`src/uhf_pkg.sv`:
```
// Shared constants and types for the UDP test header generator.
package uhf_pkg;

    localparam int MaxFrameLenDefault = 9018;

    localparam int LenW  = 14;
    localparam int CfgIw = 3;
    localparam int CfgDw = 48;

    localparam logic [CfgIw-1:0] CFG_SRC_BASE   = 3'd0;
    localparam logic [CfgIw-1:0] CFG_DST_ADDR   = 3'd1;
    localparam logic [CfgIw-1:0] CFG_ADDR_OFS   = 3'd2;
    localparam logic [CfgIw-1:0] CFG_ADDR_CNT   = 3'd3;
    localparam logic [CfgIw-1:0] CFG_VLAN_EN    = 3'd4;
    localparam logic [CfgIw-1:0] CFG_VLAN_CNT   = 3'd5;
    localparam logic [CfgIw-1:0] CFG_MAC_OVR    = 3'd6;
    localparam logic [CfgIw-1:0] CFG_DEST_MAC   = 3'd7;

    localparam logic [15:0] UDP_SRC_PORT = 16'd2012;
    localparam logic [15:0] UDP_DST_PORT = 16'd3000;
    localparam logic [15:0] IP_ID        = 16'd2012;
    localparam logic [7:0]  IP_PROTO_UDP = 8'd17;
    localparam logic [7:0]  IP_TTL       = 8'd64;
    localparam logic [7:0]  V6_HOPS      = 8'hFF;
    localparam logic [15:0] ETH_VLAN     = 16'h8100;
    localparam logic [15:0] ETH_IPV4     = 16'h0800;
    localparam logic [15:0] ETH_IPV6     = 16'h86DD;

    localparam int SumSteps = 9;

    typedef struct packed {
        logic       start;      // capture item, kick modulo units
        logic       step_sum;   // accumulate one checksum term
        logic [3:0] sum_idx;
        logic       load_word;  // load output register
        logic [3:0] word_idx;
    } t_cmd;

    typedef struct packed {
        logic       mod_done;
        logic [3:0] nwords;
    } t_sts;

endpackage

```
`src/uhf_mod.sv`:
```
// Iterative restoring remainder unit, one dividend bit per cycle.
module uhf_mod (
    input  logic        i_clk,
    input  logic        i_rst_n,
    input  logic        i_start,
    input  logic [31:0] i_dividend,
    input  logic [31:0] i_divisor,
    output logic        o_done,
    output logic [31:0] o_rem
);
    logic        r_busy, r_done;
    logic [4:0]  r_cnt;
    logic [31:0] r_q, r_rem, r_div;
    logic [32:0] n_t;
    logic [31:0] n_rem;

    always_comb begin
        n_t = {r_rem, r_q[31]};
        if (n_t >= {1'b0, r_div}) begin
            n_rem = 32'(n_t - {1'b0, r_div});
        end else begin
            n_rem = n_t[31:0];
        end
    end

    always_ff @(posedge i_clk) begin
        if (!i_rst_n) begin
            r_busy <= 1'b0;
            r_done <= 1'b0;
            r_cnt  <= '0;
        end else begin
            r_done <= 1'b0;
            if (i_start) begin
                r_busy <= 1'b1;
                r_cnt  <= '0;
            end else if (r_busy) begin
                r_cnt <= r_cnt + 5'd1;
                if (r_cnt == 5'd31) begin
                    r_busy <= 1'b0;
                    r_done <= 1'b1;
                end
            end
        end
    end

    always_ff @(posedge i_clk) begin
        if (i_start) begin
            r_q   <= i_dividend;
            r_div <= i_divisor;
            r_rem <= '0;
        end else if (r_busy) begin
            r_q   <= {r_q[30:0], 1'b0};
            r_rem <= n_rem;
        end
    end

    assign o_done = r_done;
    assign o_rem  = r_rem;
endmodule

```
`src/uhf_dp.sv`:
```
// Datapath: config registers, modulo units, checksum accumulators, word builder.
module uhf_dp #(
    parameter int MAX_FRAME_LEN = uhf_pkg::MaxFrameLenDefault
) (
    input  logic                    i_clk,
    input  logic                    i_rst_n,
    input  logic                    i_cfg_we,
    input  logic [uhf_pkg::CfgIw-1:0] i_cfg_index,
    input  logic [uhf_pkg::CfgDw-1:0] i_cfg_data,
    input  logic [31:0]             i_packet_index,
    input  logic                    i_use_ipv6,
    input  logic [uhf_pkg::LenW-1:0] i_packet_len,
    input  uhf_pkg::t_cmd           i_cmd,
    output uhf_pkg::t_sts           o_sts,
    output logic [63:0]             o_header_word,
    output logic [3:0]              o_valid_bytes,
    output logic                    o_is_last,
    output logic [uhf_pkg::LenW-1:0] o_zero_fill_len
);
    import uhf_pkg::*;

    localparam logic [LenW-1:0] MaxLen = LenW'(MAX_FRAME_LEN);

    logic [31:0] r_src_base, r_dst_addr, r_addr_ofs, r_addr_cnt;
    logic        r_vlan_en, r_mac_ovr;
    logic [11:0] r_vlan_cnt;
    logic [47:0] r_dest_mac;

    always_ff @(posedge i_clk) begin
        if (!i_rst_n) begin
            r_src_base <= 32'h0A00_0001;
            r_dst_addr <= 32'hC0A8_0001;
            r_addr_ofs <= '0;
            r_addr_cnt <= 32'd1;
            r_vlan_en  <= 1'b0;
            r_vlan_cnt <= 12'd1;
            r_mac_ovr  <= 1'b0;
            r_dest_mac <= '0;
        end else if (i_cfg_we) begin
            case (i_cfg_index)
                CFG_SRC_BASE: r_src_base <= i_cfg_data[31:0];
                CFG_DST_ADDR: r_dst_addr <= i_cfg_data[31:0];
                CFG_ADDR_OFS: r_addr_ofs <= i_cfg_data[31:0];
                CFG_ADDR_CNT: r_addr_cnt <= i_cfg_data[31:0];
                CFG_VLAN_EN:  r_vlan_en  <= i_cfg_data[0];
                CFG_VLAN_CNT: r_vlan_cnt <= i_cfg_data[11:0];
                CFG_MAC_OVR:  r_mac_ovr  <= i_cfg_data[0];
                CFG_DEST_MAC: r_dest_mac <= i_cfg_data;
                default: ;
            endcase
        end
    end

    // item capture: clamp length, header geometry
    logic [6:0]      n_hdr;
    logic [LenW-1:0] n_lc, n_len;
    logic [3:0]      n_nwords;

    logic            r_v6;
    logic [6:0]      r_hdr, r_l2;
    logic [LenW-1:0] r_len;
    logic [3:0]      r_nwords, r_lastnv;

    always_comb begin
        n_hdr    = 7'((r_vlan_en ? 18 : 14) + (i_use_ipv6 ? 40 : 20) + 8);
        n_lc     = (i_packet_len > MaxLen) ? MaxLen : i_packet_len;
        n_len    = (n_lc < LenW'(n_hdr)) ? LenW'(n_hdr) : n_lc;
        n_nwords = 4'((n_hdr + 7'd7) >> 3);
    end

    always_ff @(posedge i_clk) begin
        if (i_cmd.start) begin
            r_v6     <= i_use_ipv6;
            r_hdr    <= n_hdr;
            r_l2     <= r_vlan_en ? 7'd18 : 7'd14;
            r_len    <= n_len;
            r_nwords <= n_nwords;
            r_lastnv <= 4'(n_hdr - {n_nwords - 4'd1, 3'b000});
        end
    end

    // index modulo address count and VLAN count
    logic [31:0] acnt, vcnt, arem, vrem;
    logic        adone, vdone;

    assign acnt = (r_addr_cnt == '0) ? 32'd1 : r_addr_cnt;
    assign vcnt = (r_vlan_cnt == '0) ? 32'd1 : {20'd0, r_vlan_cnt};

    uhf_mod u_amod (
        .i_clk(i_clk), .i_rst_n(i_rst_n), .i_start(i_cmd.start),
        .i_dividend(i_packet_index), .i_divisor(acnt),
        .o_done(adone), .o_rem(arem)
    );

    uhf_mod u_vmod (
        .i_clk(i_clk), .i_rst_n(i_rst_n), .i_start(i_cmd.start),
        .i_dividend(i_packet_index), .i_divisor(vcnt),
        .o_done(vdone), .o_rem(vrem)
    );

    assign o_sts.mod_done = adone & vdone;
    assign o_sts.nwords   = r_nwords;

    logic [31:0] src;
    logic [15:0] vid, udp_len, tot_len;

    assign src     = r_src_base + r_addr_ofs + arem;
    assign vid     = {4'd0, vrem[11:0]} + 16'd1;
    assign udp_len = 16'(r_len - LenW'(r_hdr) + LenW'(8));
    assign tot_len = 16'(r_len - LenW'(r_l2));

    // checksum accumulation, end-around carry
    logic [15:0] r_ipsum, r_udpsum, ip_term, udp_term;
    logic [16:0] ip_add, udp_add;

    always_comb begin
        case (i_cmd.sum_idx)
            4'd0: ip_term = 16'h4500;
            4'd1: ip_term = tot_len;
            4'd2: ip_term = IP_ID;
            4'd3: ip_term = {IP_TTL, IP_PROTO_UDP};
            4'd4: ip_term = src[31:16];
            4'd5: ip_term = src[15:0];
            4'd6: ip_term = r_dst_addr[31:16];
            4'd7: ip_term = r_dst_addr[15:0];
            default: ip_term = '0;
        endcase
        case (i_cmd.sum_idx)
            4'd0: udp_term = {8'd0, IP_PROTO_UDP};
            4'd1: udp_term = udp_len;
            4'd2: udp_term = src[31:16];
            4'd3: udp_term = src[15:0];
            4'd4: udp_term = r_dst_addr[31:16];
            4'd5: udp_term = r_dst_addr[15:0];
            4'd6: udp_term = UDP_SRC_PORT;
            4'd7: udp_term = UDP_DST_PORT;
            4'd8: udp_term = udp_len;
            default: udp_term = '0;
        endcase
        ip_add  = {1'b0, r_ipsum} + {1'b0, ip_term};
        udp_add = {1'b0, r_udpsum} + {1'b0, udp_term};
    end

    always_ff @(posedge i_clk) begin
        if (i_cmd.start) begin
            r_ipsum  <= '0;
            r_udpsum <= '0;
        end else if (i_cmd.step_sum) begin
            r_ipsum  <= ip_add[15:0] + {15'd0, ip_add[16]};
            r_udpsum <= udp_add[15:0] + {15'd0, udp_add[16]};
        end
    end

    // header assembly
    logic [15:0]  ip_ck, udp_ck, eth_type;
    logic [47:0]  dmac;
    logic [159:0] v4hdr;
    logic [319:0] v6hdr;
    logic [63:0]  udphdr;
    logic [383:0] l34;
    logic [575:0] frame;
    logic [63:0]  words [9];

    always_comb begin
        ip_ck    = ~r_ipsum;
        udp_ck   = (r_udpsum == 16'hFFFF) ? 16'hFFFF : ~r_udpsum;
        eth_type = r_v6 ? ETH_IPV6 : ETH_IPV4;
        dmac     = r_mac_ovr ? r_dest_mac : 48'h0001_0203_0405;
        v4hdr    = {16'h4500, tot_len, IP_ID, 16'h0000, IP_TTL, IP_PROTO_UDP,
                    ip_ck, src, r_dst_addr};
        v6hdr    = {32'h6000_0000, udp_len, IP_PROTO_UDP, V6_HOPS,
                    src, 96'd0, r_dst_addr, 96'd0};
        udphdr   = {UDP_SRC_PORT, UDP_DST_PORT, udp_len, udp_ck};
        l34      = r_v6 ? {v6hdr, udphdr} : {v4hdr, udphdr, 160'd0};
        if (r_vlan_en) begin
            frame = {dmac, 48'h0607_0809_0A0B, ETH_VLAN, vid, eth_type, l34, 48'd0};
        end else begin
            frame = {dmac, 48'h0607_0809_0A0B, eth_type, l34, 80'd0};
        end
        for (int k = 0; k < 9; k++) begin
            words[k] = frame[575 - 64*k -: 64];
        end
    end

    logic w_last;
    assign w_last = (i_cmd.word_idx == r_nwords - 4'd1);

    always_ff @(posedge i_clk) begin
        if (i_cmd.load_word) begin
            o_header_word   <= words[i_cmd.word_idx];
            o_valid_bytes   <= w_last ? r_lastnv : 4'd8;
            o_is_last       <= w_last;
            o_zero_fill_len <= w_last ? r_len - LenW'(r_hdr) : '0;
        end
    end
endmodule

```
`src/uhf_ctrl.sv`:
```
// Controller: accepts an item, sequences modulo, checksum and word output.
module uhf_ctrl (
    input  logic          i_clk,
    input  logic          i_rst_n,
    input  logic          i_in_valid,
    output logic          o_in_ready,
    output logic          o_out_valid,
    input  logic          i_out_ready,
    input  uhf_pkg::t_sts i_sts,
    output uhf_pkg::t_cmd o_cmd
);
    import uhf_pkg::*;

    typedef enum logic [3:0] {
        S_IDLE = 4'b0001,
        S_MOD  = 4'b0010,
        S_SUM  = 4'b0100,
        S_EMIT = 4'b1000
    } t_state;

    t_state     r_state, n_state;
    logic [3:0] r_cnt, n_cnt;
    logic       r_ov, n_ov;

    always_comb begin
        n_state       = r_state;
        n_cnt         = r_cnt;
        n_ov          = r_ov & ~i_out_ready;
        o_cmd         = '0;
        o_cmd.sum_idx = r_cnt;
        o_cmd.word_idx = r_cnt;
        case (r_state)
            S_IDLE: begin
                if (i_in_valid) begin
                    o_cmd.start = 1'b1;
                    n_state     = S_MOD;
                end
            end
            S_MOD: begin
                if (i_sts.mod_done) begin
                    n_cnt   = '0;
                    n_state = S_SUM;
                end
            end
            S_SUM: begin
                o_cmd.step_sum = 1'b1;
                n_cnt          = r_cnt + 4'd1;
                if (r_cnt == 4'(SumSteps - 1)) begin
                    n_cnt   = '0;
                    n_state = S_EMIT;
                end
            end
            S_EMIT: begin
                if (!r_ov || i_out_ready) begin
                    o_cmd.load_word = 1'b1;
                    n_ov            = 1'b1;
                    n_cnt           = r_cnt + 4'd1;
                    if (r_cnt == i_sts.nwords - 4'd1) begin
                        n_state = S_IDLE;
                    end
                end
            end
            default: n_state = S_IDLE;
        endcase
    end

    always_ff @(posedge i_clk) begin
        if (!i_rst_n) begin
            r_state <= S_IDLE;
            r_cnt   <= '0;
            r_ov    <= 1'b0;
        end else begin
            r_state <= n_state;
            r_cnt   <= n_cnt;
            r_ov    <= n_ov;
        end
    end

    assign o_in_ready  = (r_state == S_IDLE);
    assign o_out_valid = r_ov;
endmodule

```
`src/udp_test_packet_header_forge.sv`:
```
// Top level: UDP test packet header generator with IPv4/UDP checksums.
//
//  channel   direction  handshake                      payload
//  in        input      i_in_valid / o_in_ready        packet_index, use_ipv6, packet_len
//  out       output     o_out_valid / i_out_ready      header_word, valid_bytes, is_last,
//                                                      zero_fill_len
//  cfg       input      i_cfg_we (no wait)             i_cfg_index, i_cfg_data
//
// An item passes through the bit-serial modulo units (index mod address count
// and mod VLAN count, run side by side), then 9 checksum accumulation steps,
// then one header word (6, 8 or 9 of them) per cycle while the output is not stalled.
// Reset is synchronous, active low; config returns to its documented defaults.
// A stalled output holds the word register and pauses the word sequence; the
// next item may be accepted while the final word still waits to be taken.
module udp_test_packet_header_forge #(
    parameter int MAX_FRAME_LEN = uhf_pkg::MaxFrameLenDefault
) (
    input  logic                      i_clk,
    input  logic                      i_rst_n,
    input  logic                      i_cfg_we,
    input  logic [uhf_pkg::CfgIw-1:0] i_cfg_index,
    input  logic [uhf_pkg::CfgDw-1:0] i_cfg_data,
    input  logic                      i_in_valid,
    output logic                      o_in_ready,
    input  logic [31:0]               i_packet_index,
    input  logic                      i_use_ipv6,
    input  logic [uhf_pkg::LenW-1:0]  i_packet_len,
    output logic                      o_out_valid,
    input  logic                      i_out_ready,
    output logic [63:0]               o_header_word,
    output logic [3:0]                o_valid_bytes,
    output logic                      o_is_last,
    output logic [uhf_pkg::LenW-1:0]  o_zero_fill_len
);
    import uhf_pkg::*;

    t_cmd cmd;
    t_sts sts;

    // sequencer
    uhf_ctrl u_ctrl (
        .i_clk(i_clk), .i_rst_n(i_rst_n),
        .i_in_valid(i_in_valid), .o_in_ready(o_in_ready),
        .o_out_valid(o_out_valid), .i_out_ready(i_out_ready),
        .i_sts(sts), .o_cmd(cmd)
    );

    // header construction and checksums
    uhf_dp #(.MAX_FRAME_LEN(MAX_FRAME_LEN)) u_dp (
        .i_clk(i_clk), .i_rst_n(i_rst_n),
        .i_cfg_we(i_cfg_we), .i_cfg_index(i_cfg_index), .i_cfg_data(i_cfg_data),
        .i_packet_index(i_packet_index), .i_use_ipv6(i_use_ipv6),
        .i_packet_len(i_packet_len),
        .i_cmd(cmd), .o_sts(sts),
        .o_header_word(o_header_word), .o_valid_bytes(o_valid_bytes),
        .o_is_last(o_is_last), .o_zero_fill_len(o_zero_fill_len)
    );
endmodule

```
`config.mk`:
```
export PLATFORM = sky130hd
export DESIGN_NAME = udp_test_packet_header_forge
export DESIGN_NICKNAME = d
export VERILOG_FILES = /design/src/uhf_pkg.sv /design/src/uhf_mod.sv /design/src/uhf_dp.sv /design/src/uhf_ctrl.sv /design/src/udp_test_packet_header_forge.sv
export SDC_FILE = /design/constraint.sdc
export NUM_CORES = 2
export LEC_CHECK = 0
export BUFFER_PORTS_ARGS = -buffer_cell sky130_fd_sc_hd__clkbuf_2
export CAP_MARGIN = 20
export CORE_MARGIN = 5
export CORE_UTILIZATION = 40
export CTS_CLUSTER_DIAMETER = 150
export DETAILED_ROUTE_END_ITERATION = 7
export PLACE_DENSITY_LB_ADDON = 0.15
export SYNTH_ARGS = -nofsm -noshare
export SYNTH_HDL_FRONTEND = slang
export SYNTH_SLANG_ARGS = --single-unit
export TNS_END_PERCENT = 100
```
`constraint.sdc`:
```
create_clock -name i_clk -period 19.9 [get_ports i_clk]
set_clock_uncertainty 0.15 [all_clocks]
set_input_delay 0.995 -clock i_clk [delete_from_list [all_inputs] [get_ports i_clk]]
set_output_delay 0.995 -clock i_clk [all_outputs]
set_load 0.02 [all_outputs]
```
Yosys cells after proc, flatten, opt, wreduce, memory -nomap -nowiden
Cells that the tools add are included.
Word-level totals
  register bits: 557
  input port bits: 103
  output and inout bits: 85
  logic and storage cells: 170
Operators by class
  $add $sub $neg: 22
  $lt $le $gt $ge: 5
  eq/ne operators: 28
  multiplexer cells: 46
  bitwise logic cells: 9
  reductions and logical operators: 23
Operators with widths (number)
  $mux W480: 1
  $mux W382: 1
  $bmux W64 S4: 1
  $pmux W16 S8: 2
  $mux W32: 6
  $mux W64: 2
  $ge A33 B32 Y1: 2
  $add A32 B32 Y32: 2
  $sub A32 B32 Y32: 2
  $mux W48: 1
  $add A16 B16 Y17: 2
  $add A16 B1 Y16: 2
  $logic_not A32 Y1: 1
  $mux W16: 2
  $mux W4: 8
  $not A16 Y16: 2
  $sub A14 B7 Y15: 2
  $eq A4 B3 Y1 const B: 5
  $add A16 B4 Y16 const B: 1
  $eq A16 B16 Y1 const B: 1
  $pmux W4 S4: 1
  $reduce_and A2 Y1: 8
  $mux W1: 15
  $gt A14 B14 Y1 const B: 1
  41 further kinds: 62

Longest topological paths before layout
  depth after elaboration: 7
  depth in mapped cells: 30
  gate-level depth less buffers: 30

Cells and area by module
A second synthesis with hierarchy kept.
Second synthesis, totals
  cells, all modules: 4302
  area, all modules: 36473.7 um2
By module, submodules not included
  uhf_dp: times used 1, cells an instance 3086, area each 24041.8 um2, seq. area each 7687.4 um2
  uhf_mod (u_dp.u_amod): times used 1, cells an instance 578, area each 5910.7 um2, seq. area each 2702.6 um2
  uhf_mod (u_dp.u_vmod): times used 1, cells an instance 552, area each 5814.3 um2, seq. area each 2702.6 um2
  uhf_ctrl: times used 1, cells an instance 86, area each 706.9 um2, seq. area each 180.2 um2

Least setup slack after synthesis
OpenSTA, ideal clock, no wires.
  path type: register -> register
  start: register u_dp.u_amod.r_rem[1] (netlist: u_dp.u_amod.o_rem[1])
  end: register u_dp.r_ipsum[15]
  library setup time: 95 ps
  arrival time: 6282 ps
  data required time: 19655 ps
  path slack: 13373 ps
  cell stages (with the launch flop): 30
  buffers on the path: 0
  period minus slack after synthesis: 6527 ps
  cell sequence: dfxtp_1 inv_1 fa_1 inv_1 ha_1 fa_1 a211o_1 a21oi_1 a2111oi_1 nor2_1 nand2_1 a41oi_1 xor2_1 o211ai_1 ha_1 o21a_1 a2111oi_1 o311a_1 o31ai_1 a21o_1 a21oi_1 o21bai_1 ha_1 and3_1 and4_1 nor4bb_1 nor4bb_1 nand4_1 xnor2_1 a221oi_1
On the way
  cells in the longest elaborated chain, start to end: 4
RTL lines
  start, declared: line uhf_mod.sv:13  | logic [31:0] r_q, r_rem, r_div;
  start signal, assigned: line uhf_mod.sv:53  | r_rem <= n_rem;
  $add A32 B32 Y32: line uhf_dp.sv:107  | assign src = r_src_base + r_addr_ofs + arem;
  $pmux W16 S8: line uhf_dp.sv:117  | case (i_cmd.sum_idx)
  $add A16 B16 Y17: line uhf_dp.sv:140  | ip_add = {1'b0, r_ipsum} + {1'b0, ip_term};
  $add A16 B1 Y16: line uhf_dp.sv:149  | r_ipsum <= ip_add[15:0] + {15'd0, ip_add[16]};
  end signal, assigned: line uhf_dp.sv:149
  end, declared: line uhf_dp.sv:113  | logic [15:0] r_ipsum, r_udpsum, ip_term, udp_term;
Every way passes these cells.
A chain may end at the register's enable or synchronous reset.

Final worst setup path
Ends and elaborated chain as after synthesis.

==> run summary <==
Result of the run - finished with violations
Failing checks - design-rule violations
Detailed router's first-iteration violation count - 3721
Initial core utilization - 40.4%
Number of distinct standard cells referenced by the synthesized netlist - 96
Placer's final routability congestion estimate - 1.06
Buffers from clock root to sink, at most - 3
Wirelength per Cell - 25.1 um
Via count normalized by instance count - 6.00
Post-Route Setup TNS - 0 ns
Biggest regs - u_dp.o_header_word x64, u_dp.r_dest_mac x48
Overflow after GRT - 0
Synth async-reset ratio - 0%
Clock root buffer - sky130_fd_sc_hd__clkbuf_16
Number of setup violations in the final report - 0
Total Routing Usage GR - 27.7%
Most common cell type on the critical path - sky130_fd_sc_hd__fa_1
Share of the yosys chip area belonging to registers - 38.2%
Final core area utilization - 45.0%
Clock insertion delay at the later pin of the skew report - 0.66 ns
Syn Area/Cell - 8.33 um2
Chip Height - 298 um
Maximum ir drop on the vdd rail - 0.0000674 V
Fill cells - 8198
Clock-pin slew of the registers on the worst-case setup and hold paths - 0.06 ns
Critical path's slowest cell - sky130_fd_sc_hd__xnor2_1
Hold Violations, Final - 0
Setup WS pre-CTS - 12.15 ns
Hold buffers post-CTS - 0
Number of antenna diodes - 0
Vias in the first global route - 29200
Number of flip-flops under the largest register name - 64
HPWL after detailed placement - 94.8 mm
Unrepaired setup endpoints after global routing - no
Global-route wire length before repair - 191 mm
Critical setup path kind - flip-flop to flip-flop
Remaining routing DRC violations - 6
EDFF count, synth - 216
Via count - 30800
Number of placement rows - 105
Net Count, Synth - 4266
Die Width - 298 um
Number of clock buffers inserted by TritonCTS - 59
Std-Cell Core Area - 82200 um2
Startpoint type of the worst setup path - flip-flop
Count of synthesis-stage warnings from yosys - 0
Area of the die - 88900 um2
Clk sink count - 525
Max-cap violations - 0
Required time reported for the critical path endpoint - 20.29 ns
Residual antenna-violating net count after detailed routing - 0
Gates resized, CTS repair - 0
CP Max Fanout - 5
Fin nets - 4299
Post-synthesis instance area - 33200 um2
Most used DFF post-synth - sky130_fd_sc_hd__dfxtp_1
Slew of the pin with the lowest slew margin - 1.17 ns
Setup fix buffers added after clock tree synthesis - 0
Initial antenna violation count - 3
Crit path DAT - 8.38 ns
Slowest Stage Delay on Critical Path - 0.82 ns
Type of the tightest min-delay check - flip-flop to flip-flop
Relative area change from synthesis to final layout - 11.5%
Worst slew margin relative to its limit - 22.0%
Top register by number of flip-flops - u_dp.o_header_word
H-tree depth - 2
Power density over cell area - 98.7 nW/um2
Boundary pin count - 188
Mapped Cells - 3986
Min Clock Period, post-route - 7.99 ns
Max Transition Viols Final - 0
Final worst path period share - 40.1%
Cell leakage power - 14.1 nW
Worst Setup Slack, final - 11.91 ns
Layout cells sized above 1 - 10.4%
Peak Freq - 125 MHz
Pre-Repair DR Iteration Count - 8
Pin count of the biggest net entering global routing - 97
Flip-flop and latch count after synthesis - 525
Buffers on Ports - 186
CTS tree - yes
Total wire length - 129 mm
Crit. End Element - flip-flop
cells in the final DEF, fill, tap and decap left out, drive strengths merged, types with 45 or more instances in the layout:
master,netlist,layout
nand2,817,817
dfxtp,309,309
clkbuf,245,264
a21oi,263,263
o21ai,261,261
nor2,233,233
edfxtp,216,216
a21boi,183,183
ha,139,139
inv,115,116
xnor2,99,99
nand3,84,84
xor2,75,75
buf,37,69
nor3,68,68
a211oi,57,57
o211ai,45,45
per-stage QoR:
step / hold WS (ns) / total power, mW / instances / cell area [um2]
2_1_floorplan: 0.278 / 2.12 / 3986 / 33200
3_3_place_gp: 0.287 / 2.51 / 5026 / 35000
3_5_place_dp: 0.291 / 2.51 / 5026 / 35000
4_1_cts: 0.305 / 3.65 / 5137 / 37000
5_1_grt: 0.312 / 3.84 / 5139 / 37000
6_report: 0.300 / 3.65 / 5139 / 37000
path summary, 6_finish.rpt:
kind / startpoint / to / slack, ns / cells past startpoint
worst max-delay path: u_dp.u_amod.o_rem[1] / u_dp.r_ipsum[15] / 11.91 / 28
worst min register to register: u_dp.u_vmod.o_rem[31] / u_dp.u_vmod.o_rem[31] / 0.30 / 2
worst min-delay path: u_dp.u_vmod.o_rem[31] / u_dp.u_vmod.o_rem[31] / 0.30 / 2
worst max register to register: u_dp.u_amod.o_rem[1] / u_dp.r_ipsum[15] / 11.91 / 28
area by class of cell:
| type | count | area, um2 | area share (%) |
|---|---|---|---|
| Clock inverter | 32 | 377 | 1.02 |
| Clock buffer | 79 | 1640 | 4.43 |
| Sequential cell | 525 | 12700 | 34.2 |
| Multi-Input combinational cell | 3061 | 19100 | 51.6 |
| Timing Repair Buffer | 254 | 1460 | 3.93 |
| Inverter | 118 | 448 | 1.21 |
| Tap cell | 1070 | 1340 | 3.61 |
report_power, final:
part,switching [mW],leakage (nW),internal [mW]
clock,0.472,0.982,0.659
combinational,0.763,8.49,0.421
sequential,0.107,4.67,1.23
worst max-delay path: cells and delay by family (launching register included):
kind | cells | cell delay, ns
AO/OA/AOI/OAI | 14 | 3.51
adder cells (fa/ha/maj) | 5 | 1.92
XOR/XNOR | 2 | 0.90
AND/OR/NAND/NOR | 5 | 0.88
flip-flops | 1 | 0.36
buffers and inverters | 2 | 0.13
Yosys cell counts (all sizes together), types with 25 or more instances:
cell type / number / area share [%]
nand2: 817 / 9.2
dfxtp: 309 / 19
a21oi: 263 / 4.0
o21ai: 261 / 3.9
clkbuf: 245 / 2.8
nor2: 233 / 2.6
edfxtp: 216 / 20
a21boi: 183 / 4.1
ha: 139 / 5.2
inv: 115 / 1.3
xnor2: 99 / 2.6
nand3: 84 / 1.3
xor2: 75 / 2.0
nor3: 68 / 1.0
a211oi: 57 / 1.3
o211ai: 45 / 1.0
mux2i: 41 / 1.2
fa: 38 / 2.3
a221oi: 37 / 0.99
buf: 37 / 0.50
nor2b: 37 / 0.70
a21o: 35 / 0.79
nand4: 30 / 0.58
a22oi: 29 / 0.66
or2: 27 / 0.51
nor4: 26 / 0.55
o21a: 26 / 0.59
a31oi: 25 / 0.47
nand2b: 25 / 0.47
routing by layer:
layer / GRT usage (%) / routed length [um]
met3: 7.67 / 12300
met4: 12.4 / 7310
met5: 0 / 13
met1: 37.3 / 54900
met2: 41.8 / 54300
cell families (layout without fill, tap and decap cells):
family                     after synthesis  after routing  share of synthesized area [%]
AOI/OAI and AO/OA                     1188           1188                           23.8
xor gates and xnor gates               174            174                           4.59
adders and majority gates              177            177                           7.53
buffers and inverters                  400            483                           4.61
DFF                                    525            525                           38.2
muxes                                   51             51                           1.58
other                                    1              1                         0.0113
and+or+nand+nor                       1470           1470                           19.7
No activity file was read; power rests on OpenSTA's default activity.
